File: src/rtl/core/hll_pkg.sv
// shared types and constants of the hyperloglog sketch
package hll_pkg;

  localparam int PRECISION_BITS_DEF    = 12;
  localparam int SUM_FRACTION_BITS_DEF = 64;
  localparam int MAX_PRECISION         = 16;
  localparam int HASH_W                = 64;
  localparam int INDEX_W               = 12;
  localparam int RANK_W                = 6;
  localparam int EST_W                 = 64;
  localparam int QUEUE_DEPTH           = 4;
  // round(ln2 * 2^32)
  localparam logic [31:0] LN2_Q32      = 32'd2977044472;

  typedef enum logic [1:0] {
    CMD_ADD   = 2'd0,
    CMD_MERGE = 2'd1,
    CMD_EST   = 2'd2
  } hll_cmd_t;

  // one queued job: a table update or an estimate request
  typedef struct packed {
    logic                      is_est;
    logic [MAX_PRECISION-1:0]  slot;
    logic [RANK_W-1:0]         rank;
  } hll_job_t;

  typedef enum logic [3:0] {
    B_CLEAR,
    B_IDLE,
    B_UPD,
    B_SUM,
    B_LIM,
    B_TEST,
    B_DIV,
    B_ROUND,
    B_LC,
    B_DONE
  } hll_back_state_t;

  typedef enum logic [2:0] {
    LC_IDLE,
    LC_SQ,
    LC_M1,
    LC_M2,
    LC_DONE
  } hll_lc_state_t;

endpackage

File: src/rtl/core/hll_front.sv
// front end: accepts commands, forms slot and rank, drops no-op commands
module hll_front import hll_pkg::*; #(
  parameter int PRECISION_BITS = PRECISION_BITS_DEF
) (
  input  logic               in_valid,
  output logic               in_stall,
  input  logic [1:0]         cmd,
  input  logic [HASH_W-1:0]  hash_value,
  input  logic [INDEX_W-1:0] entry_index,
  input  logic [RANK_W-1:0]  entry_rank,
  input  logic               queue_full,
  input  logic               clearing,
  output logic               push,
  output hll_job_t           job
);

  localparam int REST_W = HASH_W - PRECISION_BITS;

  logic              accept;
  logic              in_range;
  logic [RANK_W-1:0] add_rank;

  // one plus leading zeros of the bits below the slot, capped at REST_W + 1
  always_comb begin
    add_rank = RANK_W'(REST_W + 1);
    for (int i = 0; i < REST_W; i++) begin
      if (hash_value[i]) add_rank = RANK_W'(REST_W - i);
    end
  end

  assign in_stall = queue_full || clearing;
  assign accept   = in_valid && !in_stall;
  assign in_range = (32'(entry_index) >> PRECISION_BITS) == 32'd0;

  always_comb begin
    push = 1'b0;
    job  = '0;
    unique case (cmd)
      CMD_ADD: begin
        push        = accept;
        job.slot    = MAX_PRECISION'(hash_value >> REST_W);
        job.rank    = add_rank;
      end
      CMD_MERGE: begin
        push        = accept && in_range;
        job.slot    = MAX_PRECISION'(entry_index);
        job.rank    = entry_rank;
      end
      CMD_EST: begin
        push        = accept;
        job.is_est  = 1'b1;
      end
      default: push = 1'b0;
    endcase
  end

endmodule

File: config.mk
export PLATFORM = sky130hd
export DESIGN_NAME = hll_front
export DESIGN_NICKNAME = d
export VERILOG_FILES = /design/src/rtl/core/hll_pkg.sv /design/src/rtl/core/hll_front.sv
export SDC_FILE = /design/constraint.sdc
export NUM_CORES = 1
export LEC_CHECK = 0
export BUFFER_PORTS_ARGS = -buffer_cell sky130_fd_sc_hd__buf_2
export CORE_MARGIN = 2
export CORE_UTILIZATION = 35
export DETAILED_ROUTE_END_ITERATION = 7
export GPL_TIMING_DRIVEN = 1
export PLACE_DENSITY = 0.95
export SLEW_MARGIN = 20
export SYNTH_ARGS = -nofsm -noshare
export SYNTH_HDL_FRONTEND = slang
export SYNTH_SLANG_ARGS = --single-unit
File: constraint.sdc
create_clock -name vclk -period 3.4
set_clock_uncertainty 0.05 [all_clocks]
set_input_delay 0.34 -clock vclk [all_inputs]
set_output_delay 0.34 -clock vclk [all_outputs]
set_load 0.03 [all_outputs]
=== After elaboration in Yosys (flattened, before gate mapping) ===
Cells that the tools add are included.

* Flip-flop bits (word level): 0
* Bits of input ports: 87
* Output and inout bits: 25
* Word-level logic and storage cells: 62

* Eq/ne operators: 2
* Muxes and demuxes: 55
* Reductions and logical operators: 5

{| class="wikitable"
|+ Operator list
! operator !! number
|-
| $mux 6 || 50
|-
| $pmux 18 s2 || 1
|-
| $mux 1 || 3
|-
| $mux 3 || 1
|-
| $reduce_or 3->1 || 1
|-
| $eq 2x1->1 const B || 1
|-
| $eq 2x2->1 const B || 1
|-
| $logic_not 2->1 || 1
|-
| $logic_and 1x1->1 || 1
|-
| $logic_not 1->1 || 1
|-
| $logic_or 1x1->1 || 1
|}

=== Logic depth before layout (Yosys ltp) ===
* Depth after elaboration: 53
* Depth in mapped cells: 6

=== Least setup slack after synthesis ===
No wires, ideal clock.

* Path kind: input to output
* Start point: input cmd[1]
* End point: output job[3] (netlist name)
* Arrival: 1.841 ns
* Path slack: 1.169 ns
* Cell stages on the path: 5
* Path buffers: 1
* Cells stage by stage: clkbuf_1 or3_1 nand2b_1 nand2b_1 o21ai_0

{| class="wikitable"
|+ RTL lines
! what !! RTL line !! RTL
|-
| start: declaration || hll_front.sv:7 || <nowiki>input logic [1:0] cmd,</nowiki>
|-
| end: declaration || hll_front.sv:14 || <nowiki>output hll_job_t job</nowiki>
|}

==> results.cfg <==
[run_status]
status = finished clean

[detailed_routing]
wl_um = 3550
drt_pass1_iterations = 4
vias_per_cell = 5.48
vias = 1583
ant_nets = 0
drc = 0
drt_iter0_drc = 107
wl_per_cell_um = 12.3

[power]
power_density_mw_per_mm2 = 123
pwr-share-seq_pct = 0
peakVddDrop_uv = 102
clkPwrFrac_pct = 0
power.total_uw = 182
switchingPower_uw = 108
p_leak_nw = 0.791
sw_frac_of_total_pct = 59.1
combPwrFrac_pct = 100.0
p_int_uw = 74.4

[global_route]
grt_pass1_vias = 1491
antenna_found_initial = 0
grt_max_degree = 21
grt_pass1_wl_um = 5880
grt-ovfl-total = 0
grt_usage_pct = 21.9

[timing]
rsz0062_at_grt = false
worst_slew_pin_slew_ps = 597
fin_ws_ps = 1110
maxSlewViolCount = 0
final.setup.tns_ps = 0
post-route-min-period_ps = 2290
hold_viol = 0
max_freq_mhz = 437
slew_headroom_pct = 59.2
fin_crit_sh_pct = 67.3
setup_viol = 0

[logic_synthesis]
ys_seq_area_share_pct = 0
synth_cells = 156
ys_warn_count = 0
syn_area_um2 = 937
syn_avg_cell_area_um2 = 6.01
post_synth_num_cell_types = 42

[die]
start_util_pct = 37.5
fp.coreArea_mm2 = 0.00250
die_y_um = 55.7
rows = 18
top_level_ports = 112
fp.dieW_um = 55.7
dieArea_mm2 = 0.00311

[final_layout]
fillers = 255
layout_common_cells = buf_2, nor2_1, mux2i_1
syn2layout_area_growth_pct = 57.9
seq_area_um2 = 0
layout-drive-gt1-share_pct = 42.5
nClkBuffers = 0
layout_commonest_cell = buf_2
fin_nets = 348
antenna_cells_inserted = 0
seq_cells = 0

[worst_setup_path]
path_max_fanout = 3
crit_required_ps = 3010
cp_slowest_stage_delay_ps = 600
cp-end-kind = output port
crit_arrival_ps = 1900
crit_path_top_delay_cell = a2111oi_0
startpoint_type = input port
crit_top_cell = buf_2
critical_path_class = in2out
path_cells = buf_2, inv_1, a211oi_1, a2111oi_0, a311oi_1, o31a_1, buf_2

[clock_network]
cts_resized = 0
holdBufCountCts = 0
cts_setup_buffers = 0

[placed_design]
io_buffers = 108
place.gp.congestion = 0.960
dp_hpwl_um = 3110
place_ws_ps = 1130

[run]
maxCapViolCount = 0

[hold_path]
hold_class = in2out
-- through the flow --
stage	utilization [%]	instances	hold WS (ps)	cell area, um2
6_report	59.2	289	961	1480
2_1_floorplan	-	159	784	948
3_3_place_gp	59.2	289	962	1480
5_1_grt	59.2	289	975	1480
3_5_place_dp	59.2	289	964	1480
4_1_cts	59.2	289	965	1480
-- layer usage --
metal | vias to the layer above | wire length (um) | GRT usage [%]
met1 | 695 | 1440 | 26.9
li1 | 797 | - | -
met3 | 4 | 324 | 0.698
met4 | 0 | 29 | 3.48
met2 | 87 | 1760 | 42.2
met5 | - | 0 | 0
-- layout make-up --
class | instances | area [um2] | share of cell area, %
inverter | 10 | 37.5 | 2.54
timing repair buffer | 108 | 541 | 36.5
multi-input combinational | 141 | 865 | 58.4
tap | 30 | 37.5 | 2.54
-- worst max-delay path, delay by kind of cell --
family                 cells  cell delay [ps]
AO/OA/AOI/OAI              4             1210
buffers and inverters      3              340
-- worst paths after layout --
path / startpoint / end / slack (ps) / depth (start not counted)
worst max-delay path: hash_value[13] / job[0] / 1110 / 7
worst min-delay path: in_valid / push / 960 / 4
-- Yosys cell counts, drive strengths merged, types with 4 or more instances --
master / instances / share of area [%]
nor2: 32 / 13
mux2i: 12 / 13
nor4: 11 / 7.3
inv: 10 / 4.0
a21oi: 8 / 4.3
nand2: 8 / 3.2
nor3: 8 / 4.3
o21ai: 7 / 3.7
buf: 5 / 3.7
nand2b: 5 / 3.3
nor2b: 4 / 2.7
-- power by group through the flow --
stage / logic (mW) / registers (mW) / clock network [mW]
after floorplan: 0.0958 / 0 / 0
after global placement: 0.177 / 0 / 0
after detailed placement: 0.181 / 0 / 0
after CTS: 0.181 / 0 / 0
after global routing: 0.200 / 0 / 0
final: 0.182 / 0 / 0
-- cells by family after synthesis --
group,Yosys count,share of synthesized area (%)
AND/OR/NAND/NOR,84,45.5
other,1,0.400
AO/OA/AOI/OAI,41,32.3
buffers and inverters,18,8.95
multiplexers,12,12.8
Note: power is estimated with default switching activity, not from simulation.
