==> config.mk <==
export PLATFORM = sky130hd
export DESIGN_NAME = hll_fifo
export DESIGN_NICKNAME = d
export VERILOG_FILES = /design/src/rtl/core/hll_pkg.sv /design/src/rtl/core/hll_fifo.sv
export SDC_FILE = /design/constraint.sdc
export NUM_CORES = 1
export LEC_CHECK = 0
export ABC_AREA = 1
export BUFFER_PORTS_ARGS = -buffer_cell sky130_fd_sc_hd__clkbuf_2
export CAP_MARGIN = 20
export CORE_MARGIN = 4
export CORE_UTILIZATION = 40
export CTS_CLUSTER_DIAMETER = 50
export DETAILED_ROUTE_END_ITERATION = 8
export GPL_TIMING_DRIVEN = 0
export PLACE_DENSITY = 0.6
export SETUP_SLACK_MARGIN = 0.5
export SLEW_MARGIN = 20
export SYNTH_ARGS = -nofsm -noshare
export SYNTH_HDL_FRONTEND = slang
export SYNTH_SLANG_ARGS = --single-unit
==> constraint.sdc <==
create_clock -name clk -period 1.43 [get_ports clk]
set_input_delay 0.0715 -clock clk [delete_from_list [all_inputs] [get_ports clk]]
set_output_delay 0.0715 -clock clk [all_outputs]
set_load 0.05 [all_outputs]
==> src/rtl/core/hll_pkg.sv <==
// shared types and constants of the hyperloglog sketch
package hll_pkg;

  localparam int PRECISION_BITS_DEF    = 12;
  localparam int SUM_FRACTION_BITS_DEF = 64;
  localparam int MAX_PRECISION         = 16;
  localparam int HASH_W                = 64;
  localparam int INDEX_W               = 12;
  localparam int RANK_W                = 6;
  localparam int EST_W                 = 64;
  localparam int QUEUE_DEPTH           = 4;
  // round(ln2 * 2^32)
  localparam logic [31:0] LN2_Q32      = 32'd2977044472;

  typedef enum logic [1:0] {
    CMD_ADD   = 2'd0,
    CMD_MERGE = 2'd1,
    CMD_EST   = 2'd2
  } hll_cmd_t;

  // one queued job: a table update or an estimate request
  typedef struct packed {
    logic                      is_est;
    logic [MAX_PRECISION-1:0]  slot;
    logic [RANK_W-1:0]         rank;
  } hll_job_t;

  typedef enum logic [3:0] {
    B_CLEAR,
    B_IDLE,
    B_UPD,
    B_SUM,
    B_LIM,
    B_TEST,
    B_DIV,
    B_ROUND,
    B_LC,
    B_DONE
  } hll_back_state_t;

  typedef enum logic [2:0] {
    LC_IDLE,
    LC_SQ,
    LC_M1,
    LC_M2,
    LC_DONE
  } hll_lc_state_t;

endpackage

==> src/rtl/core/hll_fifo.sv <==
// short job queue between front and back
module hll_fifo import hll_pkg::*; (
  input  logic     clk,
  input  logic     rst,
  input  logic     push,
  input  hll_job_t push_job,
  input  logic     pop,
  output hll_job_t head,
  output logic     not_empty,
  output logic     full
);

  localparam int PTR_W = $clog2(QUEUE_DEPTH);

  hll_job_t         slots [QUEUE_DEPTH];
  logic [PTR_W-1:0] wr_ptr, rd_ptr;
  logic [PTR_W:0]   count;

  assign head      = slots[rd_ptr];
  assign not_empty = (count != '0);
  assign full      = (count == (PTR_W+1)'(QUEUE_DEPTH));

  always_ff @(posedge clk) begin
    if (rst) begin
      wr_ptr <= '0;
      rd_ptr <= '0;
      count  <= '0;
    end else begin
      if (push) wr_ptr <= wr_ptr + PTR_W'(1);
      if (pop)  rd_ptr <= rd_ptr + PTR_W'(1);
      if (push && !pop) begin
        count <= count + (PTR_W+1)'(1);
      end else if (pop && !push) begin
        count <= count - (PTR_W+1)'(1);
      end
    end
  end

  always_ff @(posedge clk) begin
    if (push) slots[wr_ptr] <= push_job;
  end

endmodule

After elaboration in Yosys (flattened, before gate mapping)
Memory sizes are Yosys's and may differ from the RTL's. A register that Yosys moved wholly into a read port is not among the register bits. Cells that the tools add are included.

Register bits: 7. Memory bits (writable): 92. Output and inout bits: 25. Logic and storage cells: 21. Memories: 1.

Add/sub/neg operators: 4. Equal/unequal tests: 1. Mux-type cells: 6. Reduce and logical (&&, ||, !) cells: 6.

Memory list: slots (depth 4, bits a word 23, read ports 1, clocked after Yosys merged registers in 1, write ports 1, line hll_fifo.sv:15) `hll_job_t slots [QUEUE_DEPTH];`.

Operators with widths (count): $mux W3 (2); $add A2 B1 Y2 const B (2); $mux W2 (2); $add A3 B1 Y3 const B (1); $eq A3 B3 Y1 const B (1); $reduce_bool A3 Y1 (1); $sub A3 B1 Y3 const B (1); $logic_and A1 B1 Y1 (2); $logic_not A1 Y1 (2); $mux W1 (2); $reduce_bool A2 Y1 (1).

Logic depth before layout (Yosys ltp)
Gate-level depths: netlist (run 1).

Depth after elaboration: 4. Depth in mapped cells: 10. Depth with buffers taken out: 10.

Worst setup path before layout (run 1)
OpenSTA, ideal clock, no wires.

Path type: register to output. Start point: reg (tool-made name). End point: out head[2] (netlist name). Arrival: 1.475 ns. Data required time: 1.359 ns. Setup slack: -0.116 ns. Cell stages (with the launch flop): 6. Buffers on the path: 2. Cell sequence: dfxtp_1 buf_6 inv_12 buf_12 o21ai_2 o22ai_1.

RTL lines: end, declared (line hll_fifo.sv:8) `output hll_job_t head,`.

==> results of run 1 <==
-- cell type report --
cell class                      instances  area [um2]
Timing Repair inverter                  4        30.0
Buffer                                 13         228
Timing Repair Buffer                  109        1300
Clock inverter                          7         120
Inverter                               17         103
Clock buffer                            9         124
Tap cell                              136         170
Multi-Input combinational cell        150        1600
Sequential cell                       101        2960
Fill cell                             723        3640
-- registers in the layout (all words and copies together) (netlist names), named ones only --
register / cells
count: 3
rd_ptr: 2
slots: 92
wr_ptr: 2
-- synth_stat cells, types with 2 or more instances --
master,count,share of area (%)
a21oi_1,3,0.36
o22ai_2,16,4.8
dfxtp_1,9,4.3
inv_2,4,0.36
o22ai_1,7,1.0
edfxtp_1,92,66
nor2_4,6,1.6
inv_1,12,1.1
o21ai_2,17,3.6
nor2_1,30,2.7
buf_12,4,1.9
buf_2,2,0.24
clkbuf_4,3,0.54
o21ai_0,34,4.1
nor2_2,17,2.5
nand2_1,10,0.90
ha_1,5,1.5
-- cells by family after synthesis --
group / after synthesis / share of synthesized area (%)
adders and majority gates: 6 / 1.97
and+or+nand+nor: 66 / 8.13
xor gates and xnor gates: 1 / 0.209
AOI/OAI and AO/OA: 77 / 13.8
buffers and inverters: 30 / 5.62
DFF: 101 / 70.3
-- power groups by stage --
stage,combinational [W],clock (W),sequential [W]
3_3_place_gp,0.00130,0,0.00349
5_1_grt,0.00208,0.00235,0.00346
2_1_floorplan,0.00102,0,0.00348
4_1_cts,0.00180,0.00220,0.00344
3_5_place_dp,0.00132,0,0.00350
6_report,0.00198,0.00216,0.00345
-- what timing repair did --
| item | in CTS | in global routing |
|---|---|---|
| pin swaps | 2 | 4 |
| cloned | 8 | 3 |
| hold buffers | 24 | 0 |
| endpoints found under the setup margin | 120 | 121 |
| hold endpoints to repair | 93 | 0 |
| setup buffers | 23 | 4 |
| gates resized for setup | 120 | 66 |
-- final timing paths --
path,start,endpoint,slack (ps),cells past startpoint
min reg2reg,rd_ptr[1]$_SDFFE_PP0P_,register,440,1
max,register,head[15],-210,6
min,pop,register,20,4
max reg2reg,wr_ptr[0]$_SDFFE_PP0P_,slots[0][19]$_DFFE_PP_,20,6
-- layer usage --
layer  GRT usage [%]  vias up  share of wire (%)
met5               0        -                  0
met4            5.19        0                1.5
met2            30.1       47                 54
met1            23.2     1364                 42
met3            3.79       13                3.0
li1                -     1282                  -
-- worst reg2reg max path, stage by stage, from the launching register on --
cell and delay (ps):
dfxtp_4 390, inv_4 50, buf_6 120, ha_4 170, nand2_8 70, clkinvlp_4 170, clkbuf_16 220
-- metrics by stage --
stage          hold slack (ps)  total power, W  TNS, ps  instance area [um2]
2_1_floorplan              134         0.00451        0                 4590
3_3_place_gp               240         0.00479   -17200                 5010
3_5_place_dp               243         0.00481   -19400                 5010
4_1_cts                   9.05         0.00743    -4590                 6340
5_1_grt                   48.1         0.00789    -5730                 6640
6_report                  24.1         0.00759    -4110                 6640
==> impl_results.md, run 1 <==
- Die Span Y: ~110 um
- Dpl hpwl: between 5000 and 6000 um
- Post-synth EDFFs: a little over 90
- Rows: 37
- Sw Share: between 20% and 30%
- Worst Setup End Kind: output pin
- Clock share of power: between 20 and 30%
- Rel. slew slack: slightly below 80%
- Async set-reset flop share out of synthesis: 0%
- Layout Cells excl Fill: 546
- Port-buffer cells: a little over 50
- GRT overflow: 0
- PwrDens: roughly 1100 nW/um2
- Static Leak: between 2 and 2.5 nW
- Slowest cell on the critical path: dfxtp_4
- Syn_nets: ~310
- Initial Util: just over 40%
- Most common cell after layout, fill and taps aside: edfxtp_1
- IR drop worst, VDD: 0.607 mV
- Final period util: 115%
- Pins Over Slew Limit: 0
- Final setup violation count: 23
- Commonest cells after routing, fill and taps aside: edfxtp_1, clkbuf_2, buf_8
- Final GP Congestion: between 0.7 and 0.8
- Nets: approximately 440
- CTS max path bufs: 2
- Synthesized cell area: roughly 4200 um2
- Main synth FF type: edfxtp_1
- HP Class: in2reg
- Layout cells sized above 1: roughly 61%
- Maxcap violations: 0
- CP Buf/Inv Count: 4
- Critical path class: reg2out
- Critical path, cell by cell: buf_12 > inv_16 > buf_12 > nor2_2 > o22ai_4 > clkbuf_8
- Yosys warnings: 0
- Number of remaining DRC errors: 0
- Internal power: approximately 0.0054 W
- Clk root buf: clkbuf_8
- Clock sink total: approximately 100
- Combinational power share: around a quarter
- Vias: between 2000 and 3000
- Initial drt markers: approximately 130
- Worst-Skew Late Latency: 360 ps
- CTS Buf Count: 9
- Crit-path most repeated cell: buf_12
- RSZ-0062 raised after global routing: true
- Syn Area/Cell: roughly 15 um2
- Drt first pass iters: 4
- First-pass GRT wire length: about 15000 um
- #FFs+latches synth: 101
- CTS clk-pin slew, worst paths: 90 ps
- Final Hold Fails: 0
- Diode count: 0
- Post-Syn Instances: about 280
- Final core occ: between 60% and 70%
- Startpoint Class: register
- Placement Setup Slack: -246 ps
- Vias in the first global route: between 2000 and 3000
- Sequential share of power: a little under half
- CTS tree: done
- Routed wire length: ~10000 um
- H-tree depth: 3
- Post-route ant nets: 0
- Worst Max-Slew Pin Slew: between 300 and 400 ps
- CP delay by family, top: buffers and inverters
- Layout Skew: a little over 9 ps
- Worst endpoint data arrival time: 1570 ps
- Die area: roughly 12000 um2
- PnR worst setup slack: -211 ps
- Failing checks: negative setup slack
- Req. time, crit path: ~1400 ps
- Die W: approximately 110 um
- Status: complete, but fails checks
- Unique masters post-synth: 27
- Net switching power: 0.00216 W
- FMAX: slightly above 600 MHz
- # IOs: 52
- Crit Path Max Fanout: 9
- Largest net degree at the start of global routing: 18
- Syn-to-layout area delta: 58.5%
- Dpl cells: between 400 and 500
- Number of antenna violations at the first check in global routing: 0
- Routed vias/inst: roughly 5.0
- Seq/Total Area, Yosys: a little over two thirds
- Max incr delay on CP: 380 ps
- Total GRT Usage: 17.8%
- Fin crit period: 1640 ps
- Routed WL per cell: 19.2 um
- Core Footprint: 10300 um2
No activity file was read; power rests on OpenSTA's default activity.
==> run 2, diff against run 1 <==
--- a/config.mk
+++ b/config.mk
@@ -14,7 +14,8 @@
 export DETAILED_ROUTE_END_ITERATION = 8
 export GPL_TIMING_DRIVEN = 0
 export PLACE_DENSITY = 0.6
-export SETUP_SLACK_MARGIN = 0.5
+export SETUP_SLACK_MARGIN = 0.02
+export SKIP_CTS_REPAIR_TIMING = 1
 export SLEW_MARGIN = 20
 export SYNTH_ARGS = -nofsm -noshare
 export SYNTH_HDL_FRONTEND = slang
==> impl_results.md, run 2 (synthesis gave the netlist of run 1 again) <==
- Status: complete, but fails checks (unchanged)
- Failing checks: negative setup slack (unchanged)
- Worst endpoint data arrival time: 1530 ps (was 1570 ps)
- Filler cells: 870 (was 723)
- WL met3: 398 um (was 310 um)
- Critical path, cell by cell: buf_12 > inv_16 > clkbuf_16 > nor2_2 > o22ai_2 > buf_6 (was buf_12 > inv_16 > buf_12 > nor2_2 > o22ai_4 > clkbuf_8)
- Die area: 12200 um2 (unchanged)
- CTS clk-pin slew, worst paths: 100 ps (was 90 ps)
- Die Span Y: 110 um (unchanged)
- Final GP Congestion: 0.710 (was 0.708)
- GRT overflow: 0 (unchanged)
- Initial Util: 40.7% (unchanged)
- Diode count: 0 (unchanged)
- Vias in the first global route: 2244 (was 2766)
- CTS tree: done (unchanged)
- IR drop worst, VDD: 0.501 mV (was 0.607 mV)
- Final Hold Fails: 0 (unchanged)
- Worst Setup End Kind: output pin (unchanged)
- Largest net degree at the start of global routing: 24 (was 18)
- Core Footprint: 10300 um2 (unchanged)
- Worst reg2reg setup slack: 70 ps (was 20 ps)
- Post-Route Setup TNS: -3370 ps (was -4110 ps)
- Commonest cells after routing, fill and taps aside: edfxtp_1, nor2_1, o21ai_0 (was edfxtp_1, clkbuf_2, buf_8)
- Worst Max-Slew Pin Slew: 282 ps (was 331 ps)
- H-tree depth: 3 (unchanged)
- Cell depth of the worst hold path: 4 (unchanged)
- PnR worst setup slack: -176 ps (was -211 ps)
- Layout cells sized above 1: 45.1% (was 61.2%)
- Worst-Skew Late Latency: 370 ps (was 360 ps)
- Max incr delay on CP: 350 ps (was 380 ps)
- Die W: 110 um (unchanged)
- CTS Buf Count: 9 (unchanged)
- Number of antenna violations at the first check in global routing: 0 (unchanged)
- Placed cell area: 4680 um2 (was 5010 um2)
- # IOs: 52 (unchanged)
- Port-buffer cells: 51 (unchanged)
- PwrDens: 1230 nW/um2 (was 1140 nW/um2)
- Max reg flops: 92 (unchanged)
- Rel. slew slack: 81.3% (was 77.7%)
- Register name with the most flops: slots (unchanged)
- Number of remaining DRC errors: 0 (unchanged)
- Post-route ant nets: 0 (unchanged)
- Static Leak: 2.03 nW (was 2.32 nW)
- Register-to-Register Path Depth: 5 (was 6)
- Routed wire length: 8580 um (was 10500 um)
- Startpoint Class: register (unchanged)
- Final setup violation count: 23 (unchanged)
- Routed wl met2: 4340 um (was 5640 um)
- Vias: 2498 (was 2706)
- Placement Setup Slack: -377 ps (was -246 ps)
- Crit Path Max Fanout: 13 (was 9)
- Clock sink total: 101 (unchanged)
- Critical path class: reg2out (unchanged)
- Syn-to-layout area delta: 33.2% (was 58.5%)
- Total GRT Usage: 13.9% (was 17.8%)
- Pins Over Slew Limit: 0 (unchanged)
- Hold WS: 14.6 ps (was 24.1 ps)
- Slowest cell on the critical path: dfxtp_2 (was dfxtp_4)
- First-pass GRT wire length: 12000 um (was 15400 um)
- Met1 WL: 3730 um (was 4370 um)
- Fin crit period: 1610 ps (was 1640 ps)
- Final instance area: 5580 um2 (was 6640 um2)
- FMAX: 623 MHz (was 609 MHz)
- Dpl hpwl: 5020 um (was 5200 um)
- Top flop regs: slots: 92 flops, count: 3 flops (unchanged)
- Layout Skew: 12.1 ps (was 9.33 ps)
- Req. time, crit path: 1360 ps (about the same)
- Routed vias/inst: 4.77 (was 4.96)
- Drt first pass iters: 4 (unchanged)
- RSZ-0062 raised after global routing: true (unchanged)
- Routed WL per cell: 16.4 um (was 19.2 um)
- Most common cell after layout, fill and taps aside: edfxtp_1 (unchanged)
- DR top layer: met4 (unchanged)
- Final core occ: 54.3% (was 64.6%)
- Clk root buf: clkbuf_8 (unchanged)
- Nets: 416 (was 438)
- Maxcap violations: 0 (unchanged)
- HP Class: in2reg (unchanged)
- Rows: 37 (unchanged)
- CTS max path bufs: 2 (unchanged)
- Initial drt markers: 85 (was 134)
- Final period util: 112% (was 115%)
-- run 2: cell count changes in the layout (fill, tap and decap cells not counted), sizes merged --
| cell | change |
|---|---|
| buf | -17 |
| bufinv | -1 |
| clkbuf | -4 |
| clkinv | +1 |
| clkinvlp | -2 |
| inv | +1 |
-- run 2: power breakdown --
part / total [W] / leakage (nW) / internal, W / switching [W]
clock network: 0.00203 / 0.118 / 0.00102 / 0.00101
logic: 0.00142 / 0.989 / 0.000558 / 0.000864
registers: 0.00341 / 0.920 / 0.00336 / 0.0000532
-- run 2: final cells by class --
class	instances	area, um2	share of cell area, %
clock buffers	9	124	2.22
plain buffers	13	175	3.14
repair buffers	88	872	15.6
multi-input cells	150	1070	19.2
inverters	17	95.1	1.70
repair inverters	3	22.5	0.404
flip-flops and latches	101	2950	52.8
well taps	136	170	3.05
clock inverters	7	105	1.88
-- run 2: stage by stage --
| stage | instances | power (W) |
|---|---|---|
| finish | 524 | 0.00686 |
| global route | 524 | 0.00715 |
| CTS | 485 | 0.00662 |
| detailed placement | 469 | 0.00461 |
| global placement | 468 | 0.00459 |
| floorplan | 281 | 0.00431 |
-- run 2: path summary, 6_finish.rpt --
path                                        startpoint                      to
worst min-delay path                               pop  rd_ptr[0]$_SDFFE_PP0P_
worst max-delay path                          register                head[11]
worst min register to register  rd_ptr[1]$_SDFFE_PP0P_                register
worst max register to register  wr_ptr[0]$_SDFFE_PP0P_   slots[0][8]$_DFFE_PP_
-- run 2: metal layers --
metal / global-route usage (%) / up-vias
li1: - / 1230
met1: 16.6 / 1204
met2: 24.4 / 54
met3: 2.91 / 10
met4: 5.80 / 0
met5: 0 / -
-- run 2: worst max-delay path, delay by kind of cell, from the launching register on --
family                 cells  cell delay (ps)
flip-flops                 1              350
AO/OA/AOI/OAI              1              170
AND/OR/NAND/NOR            1               40
buffers and inverters      4              610
